--- src/rtdct_pkg.sv ---
// Shared constants, payload types and coefficient tables for the RTD temperature converter.
`timescale 1ns / 1ps
package rtdct_pkg;

	localparam int CodeW = 15;
	localparam int RefW  = 16;
	localparam int TempW = 17;
	localparam int ProdW = 31;
	localparam int AddrW = 3;
	localparam int DataW = 32;

	// Quadratic branch, units of 2^-16 degree
	localparam int AfW = 28;
	localparam logic [ProdW-1:0] RNominalP = 31'd32768000;
	localparam logic [AfW-1:0] CvdAf = 28'd221761341;
	localparam logic [AfW-1:0] CvdK  = 28'd226964502;
	localparam int KdW = AfW + ProdW;
	localparam int SW  = KdW + 1;

	// Integer square root over the radicand
	localparam int SqrtW     = 56;
	localparam int SqrtSteps = 28;
	localparam logic [SqrtW-1:0] CvdAfSq = CvdAf * CvdAf;

	// floor(P / 5) by reciprocal, exact for P below 2^25
	localparam int RecipInW  = 25;
	localparam int RecipW    = 25;
	localparam int RecipShift = 27;
	localparam logic [RecipW-1:0] RecipFive = 25'd26843546;
	localparam int XW = 23;

	// Horner polynomial
	localparam int PolySteps = 5;
	localparam int AccW      = 36;
	localparam int PolyProdW = AccW + XW + 1;
	localparam int PolyDelay = SqrtSteps - 2 * PolySteps;
	localparam logic signed [AccW-1:0] PolyInit = 36'sd10983739;
	localparam logic signed [AccW-1:0] PolyAdd [PolySteps] = '{
		-36'sd2030799173,
		-36'sd1358400238,
		36'sd2843227118,
		36'sd9546853306,
		-36'sd15861023
	};
	localparam int PolyShift [PolySteps] = '{16, 24, 24, 24, 32};

	// Temperature before rounding, units of 2^-16 degree
	localparam int T16W = 30;
	localparam int RndW = T16W + 1;
	localparam int RndShift = 10;
	localparam int T64W = RndW - RndShift;
	localparam logic signed [T64W-1:0] TempMax = 21'sd65535;
	localparam logic signed [T64W-1:0] TempMin = -21'sd16384;

	typedef struct packed {
		logic [CodeW-1:0] rtd_code;
	} sample_t;

	typedef struct packed {
		logic signed [TempW-1:0] temperature;
		logic                    used_polynomial;
		logic                    saturated;
	} result_t;

	typedef struct packed {
		logic ge;   // resistance at or above nominal
		logic neg;  // radicand negative, no real root
	} side_t;

endpackage

--- src/rtdct_cfg.sv ---
// APB register holding the reference resistor value.
`timescale 1ns / 1ps
module rtdct_cfg (
	input  logic                          clk,
	input  logic                          arst_n,
	input  logic                          psel,
	input  logic                          penable,
	input  logic                          pwrite,
	input  logic [rtdct_pkg::AddrW-1:0]   paddr,
	input  logic [rtdct_pkg::DataW-1:0]   pwdata,
	output logic [rtdct_pkg::DataW-1:0]   prdata,
	output logic                          pready,
	output logic [rtdct_pkg::RefW-1:0]    ref_ohms
);
	logic [rtdct_pkg::RefW-1:0] ref_q;
	logic                       hit;

	assign hit    = !paddr[rtdct_pkg::AddrW-1];
	assign pready = 1'b1;

	always_ff @(posedge clk or negedge arst_n) begin
		if (!arst_n) begin
			ref_q <= 16'd4300;
		end else if (psel && penable && pwrite && pready && hit) begin
			ref_q <= pwdata[rtdct_pkg::RefW-1:0];
		end
	end

	always_comb begin
		prdata = '0;
		if (hit) begin
			prdata = {{(rtdct_pkg::DataW - rtdct_pkg::RefW){1'b0}}, ref_q};
		end
	end

	assign ref_ohms = ref_q;
endmodule

--- config.mk ---
export PLATFORM = sky130hd
export DESIGN_NAME = rtdct_cfg
export DESIGN_NICKNAME = d
export VERILOG_FILES = /design/src/rtdct_pkg.sv /design/src/rtdct_cfg.sv
export SDC_FILE = /design/constraint.sdc
export NUM_CORES = 1
export LEC_CHECK = 0
export ABC_AREA = 1
export BUFFER_PORTS_ARGS = -buffer_cell sky130_fd_sc_hd__buf_4
export CAP_MARGIN = 20
export CORE_MARGIN = 10
export CORE_UTILIZATION = 36
export CTS_CLUSTER_SIZE = 30
export DETAILED_ROUTE_END_ITERATION = 8
export PLACE_DENSITY_LB_ADDON = 0.12
export RECOVER_POWER = 25
export SLEW_MARGIN = 10
export SYNTH_ARGS = -nofsm -noshare
export SYNTH_HDL_FRONTEND = slang
export SYNTH_SLANG_ARGS = --single-unit
--- constraint.sdc ---
create_clock -name clk -period 1 [get_ports clk]
set_clock_uncertainty 0.2 [all_clocks]
set_input_delay 0.05 -clock clk [delete_from_list [all_inputs] [get_ports clk]]
set_output_delay 0.05 -clock clk [all_outputs]
set_load 0.02 [all_outputs]
==> metrics.txt <==
first-pass GRT wire length=5.39 mm; number of inserted diodes=0; Die Width=71.2 µm; delay of the slowest cell on the worst path=0.55 ns; highest-count cells in the layout ignoring fill and taps=sky130_fd_sc_hd__buf_6, sky130_fd_sc_hd__nand2_1, sky130_fd_sc_hd__buf_4, sky130_fd_sc_hd__conb_1, sky130_fd_sc_hd__dlygate4sd3_1; final cycle utilization of the critical path=1.34; TritonCTS Buffers=3; worst-path fanout max=2; leading cell type in the layout, fill and taps excluded=sky130_fd_sc_hd__buf_6; Layout Cell Area excl Fill=0.00191 mm²; final setup margin=-0.339 ns; cell area after synthesis=945 µm²; Post-Syn Area per Cell=7.56 µm²; clock insertion delay at the later pin of the skew report=0.28 ns; largest net degree at the start of global routing=17; max frequency=747 MHz; origin of the critical flop-to-flop path=ref_ohms[6]$_DFFE_PN1P_; number of unique standard cell types used by synthesis=13; GP Congestion=0.679; DIE AREA=0.00507 mm²; DP Area=0.00140 mm²; RSZ-0062 raised after global routing=yes; hold_buf cts=17; Crit-path slowest cell=sky130_fd_sc_hd__dfstp_2; worst hold endpoint=ref_ohms[1]$_DFFE_PN0P_; buffers plus inverters on the worst setup path=2; worst ir drop on vdd=0.915 mV; CP endpoint kind=output pin; number of cells on the worst hold path=4; DRC Markers=0; Vias/cell=4.28; # port buffers=53; global routing usage summed across all routing layers=0.126; CTS root buffer=sky130_fd_sc_hd__clkbuf_4; Data required, critical path=0.75 ns; failing checks=negative hold slack, negative setup slack; count of TritonRoute iterations in the first routing pass=4; reg-to-reg setup timing slack=-0.11 ns; pre-CTS worst setup slack=-0.0483 ns; wire per inst=14.1 µm; Post-Synthesis Cells=125; area of the core region=0.00250 mm²; area grow syn2layout=103%; final max-slew violation count=0; number of violations of the max-capacitance limit=0; final critical path time including I/O delays and setup=1.34 ns; synth top area cells=sky130_fd_sc_hd__dfrtp_1, sky130_fd_sc_hd__buf_4, sky130_fd_sc_hd__dfstp_2; Syn. warnings=0; r2r worst-path depth=4; number of antenna violations at the first check in global routing=0; outcome=finished, violations left; share of the synthesized area in the top cell type=0.291; Static Leak=1.03 nW; cell breakdown of the critical path=inv_2 > nor2_4 > buf_6; number of cell rows=18; Final HPWL DP=2.28 mm; Tightest Hold Check Type=input pin to flop; clock tree from TritonCTS=done; count of antenna-violating nets left after detailed routing=0; maximum clock path buffer count=2; share of the yosys chip area belonging to registers=0.430; overall overflow remaining after global route=0; number of filler cells placed in the layout=166; post-CTS clock slew at the launch and capture registers of the worst setup and hold paths=0.09 ns; power density cells=1470 mW/mm²; critical path arrival=1.09 ns; kind of critical path=flop to output pin; number of nets in the final layout=257; FF+latch count, synth=16; area leader, netlist=sky130_fd_sc_hd__dfrtp_1; Total Wirelength=3.48 mm; Reg2Reg Capture Point=ref_ohms[6]$_DFFE_PN1P_; Die Ht=71.2 µm; first-iteration detailed-routing DRC count=34; count of pins on the block boundary=89; Final setup viols=35; number of failing hold endpoints at the final stage=1; number of H-tree levels=1; crit path launch=ref_ohms[2]$_DFFE_PN1P_; category of the worst setup path launch point=flop; initial cell density of the core=0.378; share of cells above drive strength 1=0.519; flip-flop count of the largest register, all copies and words added=16; worst hold margin=-0.0981 ns; Sink Count=16; vias in the first global route=1149; via count=1053; crit-path leading delay family=flip-flops; Min-Delay Startpoint=paddr[2]
==> synth_stat cells (all sizes together) <==
cell,count
nand2,34
buf,22
inv,18
nor2,17
nand3,16
dfrtp,11
dfstp,5
conb,2
==> tightest hold or removal path: cells and delay by family <==
kind / cells / cell delay (ns)
AND/OR/NAND/NOR: 3 / 0.17
buffers and inverters: 1 / 0.13
==> worst max-delay path by stage <==
stage / slack [ns] / cells past startpoint / end
2_1_floorplan: -0.05 / 2 / prdata[12]
3_3_place_gp: -0.03 / 3 / prdata[6]
3_5_place_dp: -0.05 / 3 / prdata[2]
4_1_cts: -0.33 / 3 / prdata[12]
5_1_grt: -0.40 / 3 / prdata[7]
6_report: -0.34 / 3 / prdata[2]
==> cells by family after synthesis <==
group / after synthesis / synth area share
buffers and inverters: 40 / 0.249
flip-flops: 16 / 0.430
other: 2 / 0.00795
AND/OR/NAND/NOR: 67 / 0.313
==> stage by stage <==
| step | utilization | TNS (ns) | hold WS, ns | power [mW] | instances |
|---|---|---|---|---|---|
| floorplan | - | -0.226 | -0.446 | 1.52 | 140 |
| global placement | 0.559 | -0.146 | -0.283 | 1.92 | 206 |
| detailed placement | 0.559 | -0.193 | -0.280 | 1.94 | 206 |
| CTS | 0.702 | -6.50 | -0.103 | 2.57 | 232 |
| global route | 0.765 | -8.82 | -0.0936 | 2.98 | 246 |
| finish | 0.765 | -7.18 | -0.0981 | 2.81 | 246 |
==> final cells by class <==
class,instances,area [µm²],area share
Multi-Input combinational cell,84,432,0.226
Tap cell,30,37.5,0.0196
Clock buffer,4,26.3,0.0137
Timing Repair Buffer,94,943,0.493
Sequential cell,16,407,0.213
Inverter,18,67.6,0.0353
==> routing by layer <==
metal	up-vias	part of all wire	track usage
li1	515	-	-
met1	487	0.38	0.138
met2	45	0.54	0.226
met3	6	0.060	0.0303
met4	0	0.020	0.0516
met5	-	0	0
==> power by group <==
group | switching, mW | total (mW) | internal (mW)
combinational | 0.732 | 1.55 | 0.816
clock | 0.197 | 0.352 | 0.154
sequential | 0.113 | 0.911 | 0.797
total | 1.04 | 2.81 | 1.77
==> repair_timing <==
action	in CTS	in global routing
resized for setup	38	16
setup endpoints to repair	32	35
buffers inserted	5	15
pin swaps	2	6
hold endpoints to repair	32	12
(Power assumes the default switching activity.)
