## src/rtdct_pkg.sv

```systemverilog
// Shared constants, payload types and coefficient tables for the RTD temperature converter.
`timescale 1ns / 1ps
package rtdct_pkg;

	localparam int CodeW = 15;
	localparam int RefW  = 16;
	localparam int TempW = 17;
	localparam int ProdW = 31;
	localparam int AddrW = 3;
	localparam int DataW = 32;

	// Quadratic branch, units of 2^-16 degree
	localparam int AfW = 28;
	localparam logic [ProdW-1:0] RNominalP = 31'd32768000;
	localparam logic [AfW-1:0] CvdAf = 28'd221761341;
	localparam logic [AfW-1:0] CvdK  = 28'd226964502;
	localparam int KdW = AfW + ProdW;
	localparam int SW  = KdW + 1;

	// Integer square root over the radicand
	localparam int SqrtW     = 56;
	localparam int SqrtSteps = 28;
	localparam logic [SqrtW-1:0] CvdAfSq = CvdAf * CvdAf;

	// floor(P / 5) by reciprocal, exact for P below 2^25
	localparam int RecipInW  = 25;
	localparam int RecipW    = 25;
	localparam int RecipShift = 27;
	localparam logic [RecipW-1:0] RecipFive = 25'd26843546;
	localparam int XW = 23;

	// Horner polynomial
	localparam int PolySteps = 5;
	localparam int AccW      = 36;
	localparam int PolyProdW = AccW + XW + 1;
	localparam int PolyDelay = SqrtSteps - 2 * PolySteps;
	localparam logic signed [AccW-1:0] PolyInit = 36'sd10983739;
	localparam logic signed [AccW-1:0] PolyAdd [PolySteps] = '{
		-36'sd2030799173,
		-36'sd1358400238,
		36'sd2843227118,
		36'sd9546853306,
		-36'sd15861023
	};
	localparam int PolyShift [PolySteps] = '{16, 24, 24, 24, 32};

	// Temperature before rounding, units of 2^-16 degree
	localparam int T16W = 30;
	localparam int RndW = T16W + 1;
	localparam int RndShift = 10;
	localparam int T64W = RndW - RndShift;
	localparam logic signed [T64W-1:0] TempMax = 21'sd65535;
	localparam logic signed [T64W-1:0] TempMin = -21'sd16384;

	typedef struct packed {
		logic [CodeW-1:0] rtd_code;
	} sample_t;

	typedef struct packed {
		logic signed [TempW-1:0] temperature;
		logic                    used_polynomial;
		logic                    saturated;
	} result_t;

	typedef struct packed {
		logic ge;   // resistance at or above nominal
		logic neg;  // radicand negative, no real root
	} side_t;

endpackage

```

## src/rtdct_sqrt.sv

```systemverilog
// Pipelined integer square root, one result bit per stage.
`timescale 1ns / 1ps
module rtdct_sqrt (
	input  logic                          clk,
	input  logic                          en,
	input  logic [rtdct_pkg::SqrtW-1:0]   radicand,
	output logic [rtdct_pkg::AfW-1:0]     root
);
	localparam int W = rtdct_pkg::SqrtW;
	localparam int N = rtdct_pkg::SqrtSteps;

	logic [W-1:0] rem_s  [N];
	logic [W-1:0] root_s [N];

	for (genvar k = 0; k < N; k++) begin : g_step
		localparam logic [W-1:0] Bit = W'(1) << (2 * (N - 1 - k));
		logic [W-1:0] rem_in, root_in, trial;

		if (k == 0) begin : g_first
			assign rem_in  = radicand;
			assign root_in = '0;
		end else begin : g_next
			assign rem_in  = rem_s[k-1];
			assign root_in = root_s[k-1];
		end

		assign trial = root_in + Bit;

		always_ff @(posedge clk) begin
			if (en) begin
				if (rem_in >= trial) begin
					rem_s[k]  <= rem_in - trial;
					root_s[k] <= (root_in >> 1) + Bit;
				end else begin
					rem_s[k]  <= rem_in;
					root_s[k] <= root_in >> 1;
				end
			end
		end
	end

	assign root = root_s[N-1][rtdct_pkg::AfW-1:0];
endmodule

```

## config.mk

```make
export PLATFORM = sky130hd
export DESIGN_NAME = rtdct_sqrt
export DESIGN_NICKNAME = d
export VERILOG_FILES = /design/src/rtdct_pkg.sv /design/src/rtdct_sqrt.sv
export SDC_FILE = /design/constraint.sdc
export NUM_CORES = 2
export LEC_CHECK = 0
export BUFFER_PORTS_ARGS = -buffer_cell sky130_fd_sc_hd__buf_2
export CORE_ASPECT_RATIO = 1.25
export CORE_MARGIN = 5
export CORE_UTILIZATION = 64
export DETAILED_ROUTE_END_ITERATION = 12
export GPL_ROUTABILITY_DRIVEN = 0
export GPL_TIMING_DRIVEN = 0
export PLACE_DENSITY_LB_ADDON = 0.05
export SYNTH_ARGS = -nofsm -noshare
export SYNTH_HDL_FRONTEND = slang
export SYNTH_SLANG_ARGS = --single-unit
```

## constraint.sdc

```tcl
create_clock -name clk -period 5.95 [get_ports clk]
set_input_delay 1.19 -clock clk [delete_from_list [all_inputs] [get_ports clk]]
set_output_delay 1.19 -clock clk [all_outputs]
set_load 0.03 [all_outputs]
```

==> impl_results.md <==
* Starting DRT DRC Count at 4944
* Slew @ Worst Pin at 1310 ps
* Routed Antenna Nets at 0
* Initial antenna violation count at 6
* Drt via density at 6.23
* GR Overflow Total at 0
* Total CTS buffers at 181
* Hold Crit Start: rem_s[1][116]$_DFFE_PP_
* Number of setup violations in the final report at 0
* First-pass GRT wire length at 339 mm
* Worst r2r src: root_s[1][533]$_DFFE_PP_
* DRC at 0
* Total track usage at between 20 and 30%
* Avg WL per Cell at about 23 um
* Placed inst area at 0.0957 mm2
* Most common cell after layout, fill and taps aside: edfxtp_1
* Post-route setup slack at 388 ps
* Io pins at 86
* Max-Cap Viols at 0
* Total power divided by cell area at 368 mW/mm2
* Worst Reg2Reg Path Length in Cells at 11
* Crit path launch: en
* Largest net degree at the start of global routing at 76
* Die H at 435 um
* Syn Std Cell Area at ~0.092 mm2
* Post-CTS Setup Repair Bufs at 0
* Fraction of layout cells with a size suffix above 1 at 6.47%
* Clk_skew at 39.5 ps
* Critical Path AT at 6100 ps
* Area delta synth->final at 10.3%
* Root Buffer: clkbuf_16
* Total number of vias at roughly 60k
* Place WS at -1340 ps
* Most frequent cells in the layout: edfxtp_1, nand2_1, inv_1
* Final hold viol count at 0
* Slew headroom at 12.0%
* Final Instance Area at 0.102 mm2
* Power, Total at approximately 37 mW
* Yosys reg bits at 1918
* Initial Utilization at 64.1%
* Final nets at 8187
* Count of port buffers added during placement at 85
* Die area at 0.152 mm2
* RSZ-0062 raised after global routing: false
* Vias in the first global route at 59.8k
* Syn Nets at 7904
* Die width at between 300 and 400 um
* Leakage at 38.1 nW
* DRT Wirelength at 221 mm
* Hold Path Cell Cnt at 0
* Maximum VDD drop at about 370 uV
* Area of the core at between 0.1 and 0.15 mm2
* CTS Sinks at 1918
* Worst Setup Start Kind: input port
* Hold Crit Class: flip-flop to flip-flop
* Final period util at between 90 and 100%
* Standard-cell rows at 156
* Final HPWL from detailed placement at between 150 and 200 mm
* YS warnings at 0
* Primary FF master, synth: edfxtp_1
* Final Critical Period at 5560 ps
* CTS tree: done
* Outcome: finished clean
* Htree depth at 4
* Seq/Total Area, Yosys at 62.3%
* CTS clk-pin slew, worst paths at 60 ps
* DRT Pass-1 Iters at 8
* Netlist cell types at 97
* Clock Latency Late Sink at 850 ps
* Critical path class: input port to flip-flop
* Final core occ at 70.8%
* CP max FO at 10
* Endpoint class of the critical path: flip-flop
* Final slew viol count at 0
* Max Buffers Root-to-Sink at 3
* Async set or reset register ratio after synthesis at 0%
* EDFF count, synth at around 1.9k
* Required time of the critical path at between 6000 and 7000 ps
* Mapped Cells at between 7k and 8k
* Syn Area/Cell at 12.5 um2
* Fmax at 180 MHz
-- per-stage QoR --
stage,std cells,hold WS [ps],TNS [ps]
after global routing,9747,451,0
after CTS,9745,433,0
after detailed placement,9411,425,-667870
after global placement,9395,423,-5988180
final,9752,430,0
after floorplan,7414,417,0
-- timing repair --
| item | 4_1_cts | 5_1_grt |
|---|---|---|
| setup endpoints to repair | 234 | 0 |
| gates resized for setup | 1 | 0 |
| hold endpoints to repair | 0 | 0 |
| hold buffers | 0 | 0 |
-- critical path, stage by stage --
cell and delay [ps]:
buf_2 260, clkbuf_1 1000, nor4b_1 440, nand4_1 320, nor2_1 360, o2111ai_1 180
a311oi_1 880, clkbuf_1 580, clkbuf_1 570, o21ai_0 310
-- registers in the layout (all words and copies together), names as in the netlist --
signal  flops
root_s    406
rem_s    1512
-- layer usage --
metal	track usage, %	wire length (um)	up-vias	share of wire, %
li1	-	-	28343	-
met1	33.7	81500	29665	37
met2	51.5	114000	2170	51
met3	5.02	14200	588	6.4
met4	14.0	11900	2	5.4
met5	0	13	-	0.0059
-- power breakdown --
part | leakage [nW] | internal, mW | switching [mW]
logic | 16.7 | 2.90 | 4.29
registers | 18.4 | 17.0 | 1.33
clock network | 2.97 | 6.86 | 5.09
-- area by class of cell --
class | count | area (um2)
multi-input combinational | 4806 | 32200
tap | 1896 | 2370
clock buffer | 219 | 4690
clock inverter | 116 | 1540
buffer | 161 | 718
fill | 9915 | 42100
sequential | 1918 | 57600
inverter | 528 | 1980
timing repair buffer | 101 | 813
antenna | 7 | 17.5
-- synth_stat cells (14+ instances only) --
library cell / number / area share (%)
edfxtp_1: 1918 / 62
nand2_1: 590 / 2.4
inv_1: 522 / 2.1
ha_1: 432 / 5.9
nor2_1: 429 / 1.7
o21ai_0: 376 / 2.0
a21oi_1: 358 / 1.9
xnor2_1: 334 / 3.2
xor2_1: 321 / 3.0
nor4_1: 253 / 1.7
nor3_1: 217 / 1.2
a21o_1: 157 / 1.3
clkbuf_1: 143 / 0.58
nand3_1: 142 / 0.77
nand4_1: 115 / 0.78
o21a_1: 99 / 0.80
nand2b_1: 94 / 0.64
or3_1: 69 / 0.47
nor2b_1: 58 / 0.39
nor4b_1: 52 / 0.49
a211oi_1: 48 / 0.39
or4_1: 48 / 0.39
and3_1: 42 / 0.28
o21ai_1: 39 / 0.21
a31oi_1: 33 / 0.22
o211ai_1: 31 / 0.25
o21bai_1: 29 / 0.24
and2_1: 28 / 0.19
o31ai_1: 28 / 0.23
mux2_2: 26 / 0.32
nand4b_1: 26 / 0.25
or2_2: 26 / 0.18
nand3b_1: 24 / 0.20
a21boi_0: 19 / 0.15
and4_1: 18 / 0.17
a211o_1: 17 / 0.16
buf_2: 16 / 0.087
a2111oi_0: 14 / 0.13
-- final timing paths --
kind | slack [ps] | endpoint
hold reg to reg | 430 | rem_s[1][172]$_DFFE_PP_
setup reg to reg | 1230 | rem_s[1][583]$_DFFE_PP_
hold / removal | 430 | rem_s[1][172]$_DFFE_PP_
setup / recovery | 390 | rem_s[1][583]$_DFFE_PP_
-- kinds of logic after synthesis --
kind of cell / Yosys count / synth area share (%)
AO/OA/AOI/OAI: 1386 / 9.45
XOR/XNOR: 655 / 6.21
adder cells (fa/ha/maj): 432 / 5.85
buffers and inverters: 690 / 2.83
flip-flops: 1918 / 62.3
multiplexers: 39 / 0.460
AND/OR/NAND/NOR: 2294 / 12.9
Note: power is estimated with default switching activity, not from simulation.
